--- config.mk ---
export PLATFORM = sky130hd
export DESIGN_NAME = bounded_queue_with_drop_policy_unit
export DESIGN_NICKNAME = d
export VERILOG_FILES = /design/src/bqdp_pkg.sv /design/src/bounded_queue_with_drop_policy_unit.sv /design/src/bqdp_ctrl.sv /design/src/bqdp_dp.sv
export SDC_FILE = /design/constraint.sdc
export NUM_CORES = 1
export LEC_CHECK = 0
export ABC_AREA = 0
export BUFFER_PORTS_ARGS = -buffer_cell sky130_fd_sc_hd__buf_2
export CORE_ASPECT_RATIO = 0.9
export CORE_MARGIN = 3
export CORE_UTILIZATION = 45
export CTS_BUF_LIST = sky130_fd_sc_hd__clkbuf_8
export DETAILED_ROUTE_END_ITERATION = 16
export PLACE_DENSITY = 0.73
export SETUP_SLACK_MARGIN = 0.2
export SLEW_MARGIN = 5
export SYNTH_ARGS = -nofsm -noshare
export SYNTH_HDL_FRONTEND = slang
export SYNTH_SLANG_ARGS = --single-unit
--- constraint.sdc ---
create_clock -name clk_i -period 8.31 [get_ports clk_i]
set_clock_uncertainty 0.15 [all_clocks]
set_input_delay 1.662 -clock clk_i [delete_from_list [all_inputs] [get_ports clk_i]]
set_output_delay 1.662 -clock clk_i [all_outputs]
set_load 0.05 [all_outputs]
--- src/bqdp_pkg.sv ---
// Shared types and constants for the bounded handle queue with drop policy.
package bqdp_pkg;

  localparam int unsigned DEPTH_DEF       = 16;
  localparam int unsigned HANDLE_BITS_DEF = 16;

  // fill limit register
  localparam int unsigned    MAXC_W     = 5;
  localparam logic [4:0]     MAXC_RESET = 5'd16;
  localparam int unsigned    PADDR_W    = 3;
  localparam int unsigned    PDATA_W    = 32;

  typedef enum logic [1:0] {
    ACT_ADD    = 2'd0,
    ACT_REMOVE = 2'd1,
    ACT_TAKE   = 2'd2,
    ACT_CLEAR  = 2'd3
  } action_e;

  localparam logic [1:0] POL_REPLACE_NEWEST = 2'd0;
  localparam logic [1:0] POL_EVICT_OLDEST   = 2'd1;
  localparam logic [1:0] POL_REFUSE         = 2'd2;

  localparam logic [1:0] STAT_DONE = 2'd0;
  localparam logic [1:0] STAT_MISS = 2'd1;
  localparam logic [1:0] STAT_FULL = 2'd2;

  typedef enum logic [1:0] {
    CS_IDLE,
    CS_EVAL,
    CS_COMMIT
  } ctrl_state_e;

  typedef struct packed {
    logic capture;
    logic eval;
    logic commit;
  } ctrl_cmd_t;

  typedef struct packed {
    logic out_stall;
  } ctrl_stat_t;

endpackage

--- src/bounded_queue_with_drop_policy_unit.sv ---
// Top level of the bounded handle queue with overflow drop policy.
// A request is captured when accepted, its match prefix is registered in the
// evaluate step and its result in the commit step of the sequencer; a new request
// is taken only when idle or in the commit step, and a result not taken downstream holds the commit step.
// Reset (rst_ni, asynchronous, active low) empties the queue, sets the fill
// limit to 16 and clears the result valid flag; entries and result fields are not reset.
module bounded_queue_with_drop_policy_unit
  import bqdp_pkg::*;
#(
  parameter int unsigned DEPTH       = DEPTH_DEF,
  parameter int unsigned HANDLE_BITS = HANDLE_BITS_DEF,
  localparam int unsigned CW = $clog2(DEPTH + 1)
) (
  input  logic                   clk_i,
  input  logic                   rst_ni,
  input  logic                   req_valid_i,
  output logic                   req_ready_o,
  input  logic [1:0]             action_i,
  input  logic [HANDLE_BITS-1:0] task_handle_i,
  input  logic [1:0]             overflow_policy_i,
  output logic                   res_valid_o,
  input  logic                   res_ready_i,
  output logic [1:0]             status_o,
  output logic [HANDLE_BITS-1:0] out_handle_o,
  output logic                   out_valid_o,
  output logic                   dropped_o,
  output logic [CW-1:0]          entry_count_o,
  output logic                   is_empty_o,
  input  logic                   psel,
  input  logic                   penable,
  input  logic                   pwrite,
  input  logic [PADDR_W-1:0]     paddr,
  input  logic [PDATA_W-1:0]     pwdata,
  output logic [PDATA_W-1:0]     prdata,
  output logic                   pready
);

  ctrl_cmd_t  cmd;
  ctrl_stat_t stat;

  bqdp_ctrl u_ctrl (
    .clk_i       (clk_i),
    .rst_ni      (rst_ni),
    .req_valid_i (req_valid_i),
    .req_ready_o (req_ready_o),
    .stat_i      (stat),
    .cmd_o       (cmd)
  );

  bqdp_dp #(
    .DEPTH       (DEPTH),
    .HANDLE_BITS (HANDLE_BITS)
  ) u_dp (
    .clk_i             (clk_i),
    .rst_ni            (rst_ni),
    .cmd_i             (cmd),
    .stat_o            (stat),
    .action_i          (action_i),
    .task_handle_i     (task_handle_i),
    .overflow_policy_i (overflow_policy_i),
    .res_valid_o       (res_valid_o),
    .res_ready_i       (res_ready_i),
    .status_o          (status_o),
    .out_handle_o      (out_handle_o),
    .out_valid_o       (out_valid_o),
    .dropped_o         (dropped_o),
    .entry_count_o     (entry_count_o),
    .is_empty_o        (is_empty_o),
    .psel              (psel),
    .penable           (penable),
    .pwrite            (pwrite),
    .paddr             (paddr),
    .pwdata            (pwdata),
    .prdata            (prdata),
    .pready            (pready)
  );

endmodule

--- src/bqdp_ctrl.sv ---
// Sequencing state machine: capture a request, evaluate matches, commit the update.
module bqdp_ctrl
  import bqdp_pkg::*;
(
  input  logic       clk_i,
  input  logic       rst_ni,
  input  logic       req_valid_i,
  output logic       req_ready_o,
  input  ctrl_stat_t stat_i,
  output ctrl_cmd_t  cmd_o
);

  ctrl_state_e state_q, state_d;

  always_ff @(posedge clk_i or negedge rst_ni) begin
    if (!rst_ni) begin
      state_q <= CS_IDLE;
    end else begin
      state_q <= state_d;
    end
  end

  always_comb begin
    state_d     = state_q;
    cmd_o       = '0;
    req_ready_o = 1'b0;
    unique case (state_q)
      CS_IDLE: begin
        req_ready_o = 1'b1;
        if (req_valid_i) begin
          cmd_o.capture = 1'b1;
          state_d       = CS_EVAL;
        end
      end
      CS_EVAL: begin
        cmd_o.eval = 1'b1;
        state_d    = CS_COMMIT;
      end
      CS_COMMIT: begin
        // hold while the previous result still waits downstream
        if (!stat_i.out_stall) begin
          cmd_o.commit = 1'b1;
          req_ready_o  = 1'b1;
          if (req_valid_i) begin
            cmd_o.capture = 1'b1;
            state_d       = CS_EVAL;
          end else begin
            state_d = CS_IDLE;
          end
        end
      end
      default: begin
        state_d = CS_IDLE;
      end
    endcase
  end

endmodule

--- src/bqdp_dp.sv ---
// Queue storage, match search, compaction, limit register and result register.
module bqdp_dp
  import bqdp_pkg::*;
#(
  parameter int unsigned DEPTH       = DEPTH_DEF,
  parameter int unsigned HANDLE_BITS = HANDLE_BITS_DEF,
  localparam int unsigned IW = $clog2(DEPTH),
  localparam int unsigned CW = $clog2(DEPTH + 1)
) (
  input  logic                   clk_i,
  input  logic                   rst_ni,
  input  ctrl_cmd_t              cmd_i,
  output ctrl_stat_t             stat_o,
  input  logic [1:0]             action_i,
  input  logic [HANDLE_BITS-1:0] task_handle_i,
  input  logic [1:0]             overflow_policy_i,
  output logic                   res_valid_o,
  input  logic                   res_ready_i,
  output logic [1:0]             status_o,
  output logic [HANDLE_BITS-1:0] out_handle_o,
  output logic                   out_valid_o,
  output logic                   dropped_o,
  output logic [CW-1:0]          entry_count_o,
  output logic                   is_empty_o,
  input  logic                   psel,
  input  logic                   penable,
  input  logic                   pwrite,
  input  logic [PADDR_W-1:0]     paddr,
  input  logic [PDATA_W-1:0]     pwdata,
  output logic [PDATA_W-1:0]     prdata,
  output logic                   pready
);

  localparam int unsigned LW = (CW > MAXC_W) ? CW : MAXC_W;

  logic [HANDLE_BITS-1:0] entries_q [DEPTH];
  logic [HANDLE_BITS-1:0] entries_up [DEPTH];
  logic [CW-1:0]          fill_q, fill_d;
  logic [MAXC_W-1:0]      maxc_q;

  action_e                act_q;
  logic [HANDLE_BITS-1:0] hnd_q;
  logic [1:0]             pol_q;
  logic [DEPTH-1:0]       pref_q, pref_d;

  logic                   res_valid_q;
  logic [1:0]             status_q, status_d;
  logic [HANDLE_BITS-1:0] oh_q, oh_d;
  logic                   ov_q, ov_d;
  logic                   drop_q, drop_d;
  logic [CW-1:0]          cnt_q;

  logic [LW-1:0]          maxc_ext, lim;
  logic                   full;
  logic [IW-1:0]          fill_idx, tail_idx;
  logic [DEPTH-1:0]       shift;
  logic                   wr_en;
  logic [IW-1:0]          wr_idx;

  // configuration port
  assign pready = 1'b1;
  assign prdata = paddr[2] ? '0 : {{(PDATA_W - MAXC_W){1'b0}}, maxc_q};

  always_ff @(posedge clk_i or negedge rst_ni) begin
    if (!rst_ni) begin
      maxc_q <= MAXC_RESET;
    end else if (psel && penable && pwrite && !paddr[2]) begin
      maxc_q <= pwdata[MAXC_W-1:0];
    end
  end

  // request capture
  always_ff @(posedge clk_i) begin
    if (cmd_i.capture) begin
      act_q <= action_e'(action_i);
      hnd_q <= task_handle_i;
      pol_q <= overflow_policy_i;
    end
  end

  // prefix of the first match: every entry at or above it moves down one place
  always_comb begin
    logic run;
    run = 1'b0;
    for (int i = 0; i < DEPTH; i++) begin
      run       = run | ((entries_q[i] == hnd_q) && (CW'(i) < fill_q));
      pref_d[i] = run;
    end
  end

  always_ff @(posedge clk_i) begin
    if (cmd_i.eval) begin
      pref_q <= pref_d;
    end
  end

  // neighbour above each entry, for compaction
  for (genvar g = 0; g < DEPTH; g++) begin : g_up
    if (g == DEPTH - 1) begin : g_top
      assign entries_up[g] = entries_q[g];
    end else begin : g_mid
      assign entries_up[g] = entries_q[g + 1];
    end
  end

  assign maxc_ext = LW'(maxc_q);
  always_comb begin
    if (maxc_q == '0) begin
      lim = LW'(1);
    end else if (maxc_ext > LW'(DEPTH)) begin
      lim = LW'(DEPTH);
    end else begin
      lim = maxc_ext;
    end
  end

  assign full     = LW'(fill_q) >= lim;
  assign fill_idx = fill_q[IW-1:0];
  assign tail_idx = IW'(fill_q - CW'(1));

  always_comb begin
    fill_d   = fill_q;
    status_d = STAT_DONE;
    oh_d     = '0;
    ov_d     = 1'b0;
    drop_d   = 1'b0;
    shift    = '0;
    wr_en    = 1'b0;
    wr_idx   = fill_idx;
    unique case (act_q)
      ACT_ADD: begin
        if (!full) begin
          wr_en  = 1'b1;
          fill_d = fill_q + CW'(1);
        end else begin
          case (pol_q)
            POL_REPLACE_NEWEST: begin
              oh_d   = entries_q[tail_idx];
              wr_en  = 1'b1;
              wr_idx = tail_idx;
              ov_d   = 1'b1;
              drop_d = 1'b1;
            end
            POL_EVICT_OLDEST: begin
              // drop the head, then append at the old tail place
              oh_d   = entries_q[0];
              shift  = '1;
              wr_en  = 1'b1;
              wr_idx = tail_idx;
              ov_d   = 1'b1;
              drop_d = 1'b1;
            end
            default: begin
              status_d = STAT_FULL;
            end
          endcase
        end
      end
      ACT_REMOVE: begin
        if (pref_q[DEPTH-1]) begin
          shift  = pref_q;
          fill_d = fill_q - CW'(1);
        end else begin
          status_d = STAT_MISS;
        end
      end
      ACT_TAKE: begin
        if (fill_q == '0) begin
          status_d = STAT_MISS;
        end else begin
          oh_d   = entries_q[0];
          ov_d   = 1'b1;
          shift  = '1;
          fill_d = fill_q - CW'(1);
        end
      end
      ACT_CLEAR: begin
        fill_d = '0;
      end
      default: begin
        fill_d = fill_q;
      end
    endcase
  end

  always_ff @(posedge clk_i) begin
    if (cmd_i.commit) begin
      for (int i = 0; i < DEPTH; i++) begin
        if (wr_en && (wr_idx == IW'(i))) begin
          entries_q[i] <= hnd_q;
        end else if (shift[i]) begin
          entries_q[i] <= entries_up[i];
        end
      end
    end
  end

  always_ff @(posedge clk_i or negedge rst_ni) begin
    if (!rst_ni) begin
      fill_q      <= '0;
      res_valid_q <= 1'b0;
    end else begin
      if (cmd_i.commit) begin
        fill_q      <= fill_d;
        res_valid_q <= 1'b1;
      end else if (res_ready_i) begin
        res_valid_q <= 1'b0;
      end
    end
  end

  always_ff @(posedge clk_i) begin
    if (cmd_i.commit) begin
      status_q <= status_d;
      oh_q     <= oh_d;
      ov_q     <= ov_d;
      drop_q   <= drop_d;
      cnt_q    <= fill_d;
    end
  end

  assign stat_o.out_stall = res_valid_q && !res_ready_i;

  assign res_valid_o   = res_valid_q;
  assign status_o      = status_q;
  assign out_handle_o  = oh_q;
  assign out_valid_o   = ov_q;
  assign dropped_o     = drop_q;
  assign entry_count_o = cnt_q;
  assign is_empty_o    = (cnt_q == '0);

endmodule

==> results.md, run 1 <==
- Timing would allow up to 177 MHz.
- The clock latency at the later pin of the worst-skew pair is 0.67 ns.
- The via count of the first global-routing pass is 14,894.
- Setup repair after global routing left no endpoint under its margin.
- The clock edge transition at the registers on the reported setup and hold paths is 0.06 ns.
- The number of buffers inserted for hold repair after clock tree synthesis is 0.
- Of all cell types, the one taking the most synthesized area is edfxtp_1.
- The total congestion overflow after global routing is 0.
- The wire length of the first global-routing pass is 93,700 um.
- In the post-synthesis netlist, the biggest area contributors are edfxtp_1 45%, mux2_2 9.3%, mux4_2 6.8%.
- The number of detailed-routing iterations run before antenna repair is 5.
- The critical path's slowest cell is and2_1.
- The setup TNS after final layout is 0 ns.
- Entering global routing, the biggest net connects 70 pins.
- The cell sitting at the root of the clock tree is a clkbuf_8.
- Summing all non-filler instances in the final layout gives an area of 0.0228 sq mm.
- The worst slew slack as a fraction of its limit is 0.161.
- The number of gates resized after CTS was 0.
- Averaged over all synthesized cells, the footprint is 12.1 sq um.
- In the final design database the tool counted 1,826 nets.
- In the routed layout, each cell is associated on average with a via count of 6.46.
- The depth of the worst register-to-register path is 9.
- The die covers 0.0497 sq mm.
- The clock net in this run drives a total of 330 sinks.
- The static leakage power is 7.64 nW.
- The worst register-to-register path ends at u_dp.entries_q[4][11]$_DFFE_PP_.
- For this run, the number of Yosys warnings is 0.
- Of all flip-flops after synthesis, the portion carrying an async set or reset was 0.0394.
- The maximum VDD drop is 230 uV.
- The worst hold path passes through 2 cells.
- The kind of start point of the critical path is a register.
- The layout filler cell count is 3,983.
- The post-placement cell area is 0.0217 sq mm.
- For flop-to-flop paths, the worst setup slack is 2.67 ns.
- For this run, the leading register cell type out of synthesis is edfxtp_1.
- The leading cell type in the layout, fill and taps excluded is edfxtp_1.
- Of the synthesized area, sequential elements account for 0.465.
- In this run, synthesis produced a sequential element count of 330.
- The routability congestion estimate is 0.948.
- The number of buffers inserted to repair setup after CTS is 0.
- 123 I/O pins were placed.
- Yosys mapped the design onto 75 distinct sky130hd cell types.
- The number of antenna violations at the first check in global routing is 1.
- The standard cell core area is 0.0459 sq mm.
- Relative to the synthesized area, the layout overhead comes to 7.81%.
- The number of antenna diodes in the final layout is 0.
- Across the run, the number of max-cap violations was 0.
- The startpoint of the worst-slack reg-to-reg timing path is u_dp.fill_q[0]$_DFFE_PN0P_.
- The TritonCTS clock tree is built.
- The detailed-route via count is 15,542.
- The port buffer count is 65.
- After technology mapping, the gate count stands at 1,750.
- The total count of hold-check failures in the final report is 0.
- The H-tree was split into 2 levels.
- The count of flip-flops with a built-in enable after synthesis is 317.
- The count of nets left with antenna violations once routing finished came out at 0.
- The post-route minimum period is 5.64 ns.
- The power density normalized to cell area is 275 mW/mm^2.
- The initial DRC count is 2,135.
- Traced cell by cell, the critical path runs through inv_1 -> ha_1 -> nand2b_1 -> a31oi_2 -> o21ai_4 -> mux2i_1 -> and2_1 -> nand2_1 -> o21ai_2.
- In the final routed layout, each cell accounts on average for 26.3 um.
- The worst setup path is of the reg2reg kind.
- Once detailed placement completed, the half-perimeter wirelength came to 41,000 um.
- The path with the worst hold slack has its endpoint at u_dp.res_valid_o$_DFFE_PN0P_.
- For this configuration, the core starts out at a cell density of 0.461.
- The part of the cycle the worst path needs is 0.679.
- The number of max-slew violations in the final report is 0.
- The library cells used most frequently in the layout, excluding fill and tap cells, are 317 x edfxtp_1, 189 x nand2_1, 174 x mux2_2.
- STA puts the critical path data required time at 8.45 ns.
- In this run, CTS created clock tree buffers numbering 56.
- The maximum clock path buffer count is 3.
- The worst hold slack is 0.405 ns.
- The die boundary width is 235 um.
- The critical path arrival is 5.78 ns.
- STA classifies the critical path endpoint as a register.
- The launch instance of the worst min-delay path is u_dp.res_valid_o$_DFFE_PN0P_.
- The setup-violating endpoint count in the final report is 0.
- The actual transition at the worst max-transition pin is 1.25 ns.
- In the final layout, the share of cells above drive strength 1 is 0.265.
- The largest incremental delay on the critical path is 0.96 ns.
- Of the post-synthesis cell area, the dominant cell type holds 0.450.
- Row generation in the floorplan step produced 74 rows.
- For this run, the total global-route usage over all layers was measured as 0.251.
- In this run the worst path has a maximum fanout of 35.
- The run finished with clean final reports.
- The floorplan die height is 212 um.
- For this run, design rule violations remaining after detail routing come to 0.
- The total wirelength of the detailed-routed design is 63,200 um.
- In this run the worst hold path is classified as reg2reg.
- The cell area after synthesis is 0.0212 sq mm.
-- area by class of cell --
| class | instances | area, sq um | share of cell area |
|---|---|---|---|
| multi-input cells | 1248 | 10400 | 0.458 |
| flip-flops and latches | 330 | 9850 | 0.432 |
| clock buffers | 61 | 840 | 0.0368 |
| well taps | 608 | 761 | 0.0333 |
| repair buffers | 108 | 648 | 0.0284 |
| clock inverters | 41 | 228 | 0.00998 |
| inverters | 11 | 41.3 | 0.00181 |
-- metrics by stage --
step                       util  power (mW)  setup slack (ns)  std cells
after floorplan               -        4.02              3.32       1776
after global placement    0.473        4.75              2.83       2305
after detailed placement  0.473        4.80              2.73       2305
after CTS                 0.497        6.24              2.71       2407
after global routing      0.497        6.53              2.42       2407
final                     0.497        6.28              2.67       2407
-- cells by family after synthesis --
family          Yosys count  synth area share
fa+ha+maj                 9           0.00532
simple gates            456             0.110
xor+xnor                263             0.109
buf+inv                 198            0.0480
compound gates          222            0.0824
flops                   330             0.465
other cells               2          0.000355
mux                     270             0.180
-- critical path: cells and delay by family, from the launching register on --
kind	cells	cell delay [ns]
AO/OA/AOI/OAI	3	1.56
adder cells (fa/ha/maj)	1	0.36
buffers and inverters	1	0.32
flip-flops	1	0.88
multiplexers	1	0.40
AND/OR/NAND/NOR	3	1.55
-- power breakdown --
| group | switching (mW) | leakage, nW | total, mW | internal, mW |
|---|---|---|---|---|
| clock network | 0.704 | 0.589 | 1.44 | 0.735 |
| registers | 0.184 | 3.06 | 2.19 | 2.00 |
| logic | 1.73 | 3.99 | 2.66 | 0.927 |
| total | 2.62 | 7.64 | 6.28 | 3.66 |
-- registers in the layout, indices dropped and copies added, names as in the netlist --
| signal | cells |
|---|---|
| u_dp.dropped_o | 1 |
| u_dp.out_handle_o | 16 |
| u_dp.act_q | 2 |
| u_dp.fill_q | 5 |
| u_dp.entry_count_o | 5 |
| u_dp.pol_q | 2 |
| u_dp.out_valid_o | 1 |
| u_dp.res_valid_o | 1 |
| u_dp.maxc_ext | 5 |
| u_dp.entries_q | 256 |
| u_dp.status_o | 2 |
| u_dp.hnd_q | 16 |
| u_ctrl.state_q | 2 |
| u_dp.pref_q | 16 |
-- cell usage after synthesis (all sizes together) (17+ instances only) --
cell    instances
a21boi         17
a21oi          29
a31oi          35
and3           33
buf            97
clkbuf         90
edfxtp        317
mux2          203
mux4           64
nand2         189
nand3          30
nand4          85
nor2           29
nor4           38
o211ai         48
o21ai          26
xnor2         132
xor2          131
-- per-layer routing --
| metal | share of wire | GRT usage |
|---|---|---|
| met1 | 0.39 | 0.346 |
| met2 | 0.43 | 0.364 |
| met3 | 0.13 | 0.0737 |
| met4 | 0.053 | 0.122 |
| met5 | 0.00016 | 0 |
-- how the worst max path moves through the flow --
stage | to | start | slack [ns] | cells after the start
floorplan | u_dp.entries_q[0][0]$_DFFE_PP_ | res_ready_i | 3.32 | 6
global placement | u_dp.entries_q[4][10]$_DFFE_PP_ | u_dp.fill_q[0]$_DFFE_PN0P_ | 2.83 | 9
detailed placement | u_dp.entries_q[4][10]$_DFFE_PP_ | u_dp.fill_q[0]$_DFFE_PN0P_ | 2.73 | 9
CTS | u_dp.entries_q[4][12]$_DFFE_PP_ | u_dp.fill_q[0]$_DFFE_PN0P_ | 2.71 | 9
global route | u_dp.entries_q[4][4]$_DFFE_PP_ | u_dp.fill_q[0]$_DFFE_PN0P_ | 2.42 | 9
finish | u_dp.entries_q[4][11]$_DFFE_PP_ | u_dp.fill_q[0]$_DFFE_PN0P_ | 2.67 | 9
Note: power is estimated with default switching activity, not from simulation.
==> run 2: changes to the inputs <==
PLACE_DENSITY = 0.75   (was 0.73)
clock period = 4.7 ns   (was 8.31 ns; I/O delays follow)
==> run 2 against run 1 <==
  * Sequential power up 73%
  * Core utilization up 0.46 points
  * Final cell count up 1.5%
  * Via count up 1.9%
  * Non-clock buffer count up 34
  * Clock power up 72%
  * Critical path depth up 2
==> results.md, run 2 (synthesis results as in run 1) <==
- Setup repair after global routing left no endpoint under its margin.
- The row count was 74 (unchanged).
- The remaining antenna violation count after routing is 0 (unchanged).
- The clock edge transition at the registers on the reported setup and hold paths came to 0.06 ns (about the same).
- The wire length of the first global-routing pass came to 97,100 um (+3.7%).
- The post-cts sizing count is 0 (unchanged).
- The met3 usage in global routing is 0.0666 (-0.00713).
- The worst hold slack is 0.323 ns (-0.0818 ns).
- The number of flip-flops in the largest register was 256 (unchanged).
- The cell at the root of the clock tree is clkbuf_8.
- The number of max-slew violations in the final report is 0 (unchanged).
- The average via count per standard cell came to 6.49 (+0.44%).
- The clock latency at the later pin of the worst-skew pair is 0.67 ns (about the same).
- The setup-violating endpoint count in the final report came to 0 (unchanged).
- The detailed-route via count is 15,838 (+1.9%).
- The number of detailed-routing iterations run before antenna repair came to 6 (+1).
- The number of antenna violations at the first check in global routing was 1 (unchanged).
- The clock share of power came to 0.222 (-0.007).
- The die boundary width was 235 um (unchanged).
- The worst path required time is 4.94 ns (-3.51 ns).
- The total power draw came to 11.1 mW (+77%).
- The maximum number of pins on one net before global-route repair is 49 (-30%).
- The internal power consumption is 6.47 mW (+77%).
- The actual transition at the worst max-transition pin came to 1.19 ns (-0.0665 ns).
- The CTS sink count is 330 (unchanged).
- met2 is the most crowded layer.
- The flow ran to the end, and the final reports show no timing, DRC or antenna violations.
- The total congestion overflow after global routing came to 0 (unchanged).
- The worst setup margin came to 0.712 ns (-1.96 ns).
- The total count of hold-check failures in the final report is 0 (unchanged).
- More flip-flops sit in one register than any other, and that register is u_dp.entries_q.
- The average wire per cell in the routed design was 26.6 um (+1.3%).
- The setup slack on the worst flop-to-flop path is 0.71 ns (-1.96 ns).
- The top cell types in the final layout, fill and taps aside, are 317 x edfxtp_1, 189 x nand2_1, 174 x mux2_2.
- The maximum clock path buffer count is 3 (unchanged).
- The worst slew slack as a fraction of its limit is 0.209 (+0.0474).
- The I/O pin count came to 123 (unchanged).
- The kind of start point of the critical path is a register.
- The number of inserted diodes is 0 (unchanged).
- The number of buffers inserted to repair setup after CTS was 0 (unchanged).
- The leading cell type in the layout, fill and taps excluded is edfxtp_1.
- The final net count was 1,860 (+1.9%).
- The max-cap violation count is 0 (unchanged).
- The switching component of the power is 4.68 mW (+79%).
- The total number of H-tree levels is 2 (unchanged).
- The number of buffers created by CTS is 56 (unchanged).
- The element type at the critical path end is a register.
- The overall die area is 0.0497 sq mm (unchanged).
- The critical path start-end classification is reg2reg.
- The worst min-delay path class is in2reg.
- The DRC violation count after routing came to 0 (unchanged).
- The endpoint identified for the worst register-to-register timing path is u_dp.entries_q[8][8]$_DFFE_PP_.
- The floorplan die height came to 212 um (unchanged).
- The combinational fraction of design power is 0.437 (+0.014).
- Traced cell by cell, the critical path runs through nor3_1 -> nor2_1 -> nor2_1 -> ha_1 -> nand2b_1 -> a31oi_2 -> o21ai_4 -> nand3_1 -> o221ai_1 -> a21oi_2 -> mux2_2.
- Among all stages on the critical path, the largest delay is contributed by a21oi_2.
- The global routing usage on met1 is 0.358 (+0.0117).
- The met2 track utilization from global routing was 0.383 (+0.0184).
- The port buffer count is 65 (unchanged).
- In this run the critical register-to-register path is launched from u_dp.maxc_ext[1]$_DFFE_PN0P_.
- The highest net fanout along the worst path is 16 (-54%).
- The most used cell along the critical path is nor2_1.
- The via count of the first global-routing pass is 15,340 (+3.0%).
- The start point of the critical path is u_dp.maxc_ext[1]$_DFFE_PN0P_.
- The number of buffers inserted for hold repair after clock tree synthesis is 1 (+1).
- The capture point of the critical path is u_dp.entries_q[8][8]$_DFFE_PP_.
- The maximum clock frequency is 251 MHz (+41%).
- The standard cell core area is 0.0459 sq mm (unchanged).
- The part of the cycle the worst path needs is 0.849 (+0.170).
- The share of total power in sequential cells is 0.340 (-0.008).
- The largest incremental delay on the critical path is 0.93 ns (-0.03 ns).
- The proportion of total power due to net switching came to 0.419 (+0.00294).
- The starting density of the core is 0.461 (unchanged).
- The setup TNS after final layout is 0 ns (unchanged).
- The routability congestion estimate came to 0.961 (+1.3%).
- The total routing usage reported by global routing came to 0.260 (+0.00900).
- The TritonCTS clock tree is built.
- The depth of the worst register-to-register path is 11 (+2).
- The fraction of final layout cells sized beyond drive strength 1 was 0.273 (+0.00858).
- The post-route minimum period was 3.99 ns (-1.65 ns).
- The half-perimeter wire length after detailed placement is 44,000 um (+7.1%).
- The worst slack at placement came to 0.742 ns (-1.99 ns).
- The critical path arrival is 4.23 ns (-1.55 ns).
- The area growth from synthesis to layout is 8.81%.
- The power density normalized to cell area was 484 mW/mm^2 (+76%).
- The maximum VDD drop is 370 uV (+61%).
- The static leakage power is 7.81 nW (+2.3%).
- The core occupancy in the finished layout is 0.501 (+0.00463).
- The total wirelength of the detailed-routed design came to 65,000 um (+2.8%).
- The initial DRC count is 2,143 (+0.37%).
-- run 2: cell count changes in the layout (fill, tap and decap cells not counted), sizes merged --
cell,change
buf,+33
inv,+8
dlygate4sd3,+1
clkinv,-2
clkbuf,-4
clkinvlp,-1
-- run 2: cell type report --
type	count	area, sq um
multi-input cells	1248	10400
repair buffers	142	918
flip-flops and latches	330	9850
inverters	11	41.3
clock buffers	57	785
fillers	3945	22900
clock inverters	46	240
well taps	608	761
-- run 2: worst min path at each step --
stage / start / end / slack [ns] / cells past startpoint
finish: task_handle_i[13] / u_dp.hnd_q[13]$_DFFE_PP_ / 0.32 / 1
global route: task_handle_i[13] / u_dp.hnd_q[13]$_DFFE_PP_ / 0.30 / 1
CTS: task_handle_i[13] / u_dp.hnd_q[13]$_DFFE_PP_ / 0.28 / 1
detailed placement: u_dp.maxc_ext[0]$_DFFE_PN0P_ / u_dp.maxc_ext[0]$_DFFE_PN0P_ / 0.38 / 1
global placement: u_dp.maxc_ext[0]$_DFFE_PN0P_ / u_dp.maxc_ext[0]$_DFFE_PN0P_ / 0.36 / 1
floorplan: u_dp.hnd_q[0]$_DFFE_PP_ / u_dp.entries_q[15][0]$_DFFE_PP_ / 0.27 / 0
-- run 2: routing by layer --
layer | up-vias | wire length, um
met2 | 1160 | 28100
met1 | 7821 | 24900
met4 | 2 | 3670
met3 | 188 | 8390
met5 | - | 13
li1 | 6667 | -
-- run 2: per-stage QoR --
stage          cell area (sq um)  cells
2_1_floorplan              21300   1776
3_3_place_gp               22000   2338
3_5_place_dp               22000   2338
4_1_cts                    23000   2442
5_1_grt                    23000   2442
6_report                   23000   2442
-- run 2: power by group through the flow --
stage                     Clock (mW)  Combinational (mW)  Sequential (mW)
after global routing            2.62                5.13             3.81
final                           2.48                4.87             3.79
after detailed placement           0                4.74             3.84
after global placement             0                4.67             3.82
after floorplan                    0                3.30             3.81
after CTS                       2.51                4.77             3.78
-- run 2: worst max-delay path: cells and delay by family (launching register included) --
family / cells / cell delay (ns)
AND/OR/NAND/NOR: 5 / 0.76
AO/OA/AOI/OAI: 4 / 1.73
multiplexers: 1 / 0.43
flip-flops: 1 / 0.40
adder cells (fa/ha/maj): 1 / 0.24
==> run 3: changes to the inputs <==
PLACE_DENSITY = 0.73   (was 0.75)
clock period = 4 ns   (was 4.7 ns; I/O delays follow)
==> run 3 against run 2 <==
  * Die area unchanged
  * Routed wire length grew 3.8%
  * Global-route usage increased by 0.70 points
  * Maximum frequency grew 9.1%
  * Final cell count grew 1.7%
  * Hold slack worse by 0.17 ns
  * Count of clock-buffer cells in the layout unchanged
  * Sequential share of layout area fell by 1.3 points
  * Via count grew 1.5%
  * Largest cell class unchanged
==> results.md, run 3 (synthesis results as in run 1) <==
- The total routing usage reported by global routing was 0.267 (+0.00704).
- The proportion of total power due to net switching is 0.420 (+0.000849).
- The number of flip-flops in the largest register was 256 (unchanged).
- The final net count was 1,902 (+2.3%).
- The worst hold slack is 0.153 ns (-0.170 ns).
- The multi-input combinational cell area is 0.0105 sq mm (+0.92%).
- The total count of hold-check failures in the final report is 0 (unchanged).
- The max-cap violation count was 0 (unchanged).
- The maximum VDD drop came to 397 uV (+7.4%).
- The total number of H-tree levels is 2 (unchanged).
- The overall die area was 0.0497 sq mm (unchanged).
- The placed cell count was 2,364 (+1.1%).
- The area growth from synthesis to final layout is 12.2%.
- The largest incremental delay on the critical path is 0.84 ns (-0.09 ns).
- The combinational fraction of design power is 0.452 (+0.015).
- The flow ran to the end, and the final reports show no timing, DRC or antenna violations.
- The layout filler cell count was 3,937 (-0.20%).
- The TritonCTS clock tree is built.
- The tree is rooted in a clkbuf_8.
- Counting flops per register, the top entry is u_dp.entries_q.
- The setup TNS after final layout came to 0 ns (unchanged).
- The signal on the critical path passes through nor3_1 -> nor2_1 -> nor2_1 -> ha_1 -> nand2b_1 -> a31oi_4 -> o21ai_4 -> buf_4 -> a21oi_4 -> buf_4 -> a22oi_2 -> a32oi_1 -> o211ai_1.
- The static leakage power came to 8.15 nW (+4.3%).
- The standard cell core area is 0.0459 sq mm (unchanged).
- The number of buffer and inverter instances along the worst setup path is 2 (+2).
- The cell depth of the worst hold path was 1 (unchanged).
- The DRC violation count after routing is 0 (unchanged).
- The clock latency at the later pin of the worst-skew pair was 0.67 ns (about the same).
- The number of antenna violations at the first check in global routing is 0 (-1).
- Setup repair after global routing could not meet its margin everywhere.
- The worst path required time came to 4.35 ns (-0.59 ns).
- The starting density of the core was 0.461 (unchanged).
- The element type at the critical path end is a register.
- The maximum clock frequency is 274 MHz (+9.1%).
- The number of max-slew violations in the final report is 0 (unchanged).
- The total congestion overflow after global routing is 0 (unchanged).
- The total wirelength of the detailed-routed design is 67,400 um (+3.8%).
- The number of buffers created by CTS is 56 (unchanged).
- The setup slack on the worst flop-to-flop path was 0.35 ns (-0.37 ns).
- The wire length of the first global-routing pass is 99,200 um (+2.1%).
- The fraction of final layout cells sized beyond drive strength 1 came to 0.296 (+0.0228).
- The critical path is of the reg2reg type.
- The row count is 74 (unchanged).
- The worst setup margin came to 0.345 ns (-0.367 ns).
- The CTS sink count is 330 (unchanged).
- The total power draw came to 13.5 mW (+21%).
- The path class of the tightest hold or removal check is in2reg.
- The number of detailed-routing iterations run before antenna repair was 6 (unchanged).
- The post-layout instance count excluding filler cells is 2,483 (+1.7%).
- The part of the cycle the worst path needs came to 0.914 (+0.0652).
- The via count of the first global-routing pass is 15,519 (+1.2%).
- The floorplan die height was 212 um (unchanged).
- The average via count per standard cell was 6.47 (-0.19%).
- The clock share of power is 0.218 (-0.004).
- The setup-violating endpoint count in the final report is 0 (unchanged).
- The worst slack at placement came to 0.0951 ns (-0.647 ns).
- The initial DRC count is 2,367 (+10%).
- The post-route minimum period is 3.65 ns (-0.333 ns).
- The switching component of the power is 5.68 mW (+21%).
- The depth of the worst register-to-register path is 13 (+2).
- The detailed-route via count is 16,073 (+1.5%).
- The half-perimeter wire length after detailed placement is 45,700 um (+4.0%).
- The routability congestion estimate is 0.965 (+0.44%).
- The number of inserted diodes came to 0 (unchanged).
- The internal power consumption is 7.83 mW (+21%).
- The critical path's slowest cell is a22oi_2.
- The post-placement cell area is 0.0224 sq mm (+1.7%).
- The I/O pin count came to 123 (unchanged).
- The flip-flop and latch area is 0.00985 sq mm (unchanged).
- The worst setup path is launched from a register.
- The dominant delay contributor by cell family on the critical path is compound AO/OA/AOI/OAI gates.
- In the layout the commonest cells are 317 x edfxtp_1, 189 x nand2_1, 174 x mux2_2.
- The maximum clock path buffer count is 3 (unchanged).
- The clock edge transition at the registers on the reported setup and hold paths came to 0.06 ns (about the same).
- Leaving out fill and tap cells, the most frequent cell in the layout is edfxtp_1.
- The average wire per cell in the routed design is 27.2 um (+2.0%).
- The port buffer count is 65 (unchanged).
- The worst slew slack as a fraction of its limit is 0.195 (-0.0133).
- The post-route standard cell area excluding fillers is 0.0237 sq mm (+3.1%).
- The remaining antenna violation count after routing came to 0 (unchanged).
- The critical path arrival was 4.01 ns (-0.22 ns).
- The core occupancy in the finished layout is 0.517 (+0.0157).
- The depth of the critical timing path with buffers and inverters included is 13 (+2).
- The highest net fanout along the worst path is 16 (unchanged).
- The die boundary width was 235 um (unchanged).
- The share of total power in sequential cells is 0.330 (-0.010).
- The power density normalized to cell area is 569 mW/mm^2 (+17%).
- The actual transition at the worst max-transition pin came to 1.21 ns (+0.0200 ns).
- The maximum number of pins on one net before global-route repair was 51 (+4.1%).
==> run 3: worst paths after layout <==
path | endpoint | start
min in group asynchronous | u_dp.maxc_ext[0]$_DFFE_PN0P_ | rst_ni
max in group asynchronous | u_dp.maxc_ext[4]$_DFFE_PN1P_ | rst_ni
setup reg to reg | u_dp.entries_q[4][11]$_DFFE_PP_ | u_dp.maxc_ext[1]$_DFFE_PN0P_
hold / removal | u_dp.hnd_q[4]$_DFFE_PP_ | task_handle_i[4]
hold reg to reg | u_dp.maxc_ext[0]$_DFFE_PN0P_ | u_dp.maxc_ext[0]$_DFFE_PN0P_
setup / recovery | u_dp.entries_q[4][11]$_DFFE_PP_ | u_dp.maxc_ext[1]$_DFFE_PN0P_
==> run 3: power by group through the flow <==
stage          Clock, mW  Combinational [mW]  Sequential, mW
2_1_floorplan          0                3.89            4.47
3_3_place_gp           0                5.72            4.50
3_5_place_dp           0                5.79            4.51
4_1_cts             2.96                5.83            4.44
5_1_grt             3.11                6.38            4.47
6_report            2.94                6.11            4.46
==> run 3: what timing repair did <==
item / 4_1_cts / 5_1_grt
gates cloned: 0 / 1
endpoints found under the hold margin: 12 / 0
resized for setup: 5 / 5
buffers inserted: 2 / 13
pin swaps: 1 / 9
hold buffers: 1 / 0
setup endpoints to repair: 105 / 286
==> run 3: routing by layer <==
layer,up-vias,part of all wire,GRT usage
met3,213,0.12,0.0700
met4,0,0.061,0.134
met2,1178,0.42,0.383
met1,7922,0.39,0.376
met5,-,0,0
li1,6760,-,-
==> run 3: cell type report <==
type	count	area share
sequential	330	0.415
tap	608	0.0320
inverter	11	0.00174
clock inverter	45	0.0105
clock buffer	57	0.0330
multi-input combinational	1248	0.443
timing repair buffer	184	0.0646
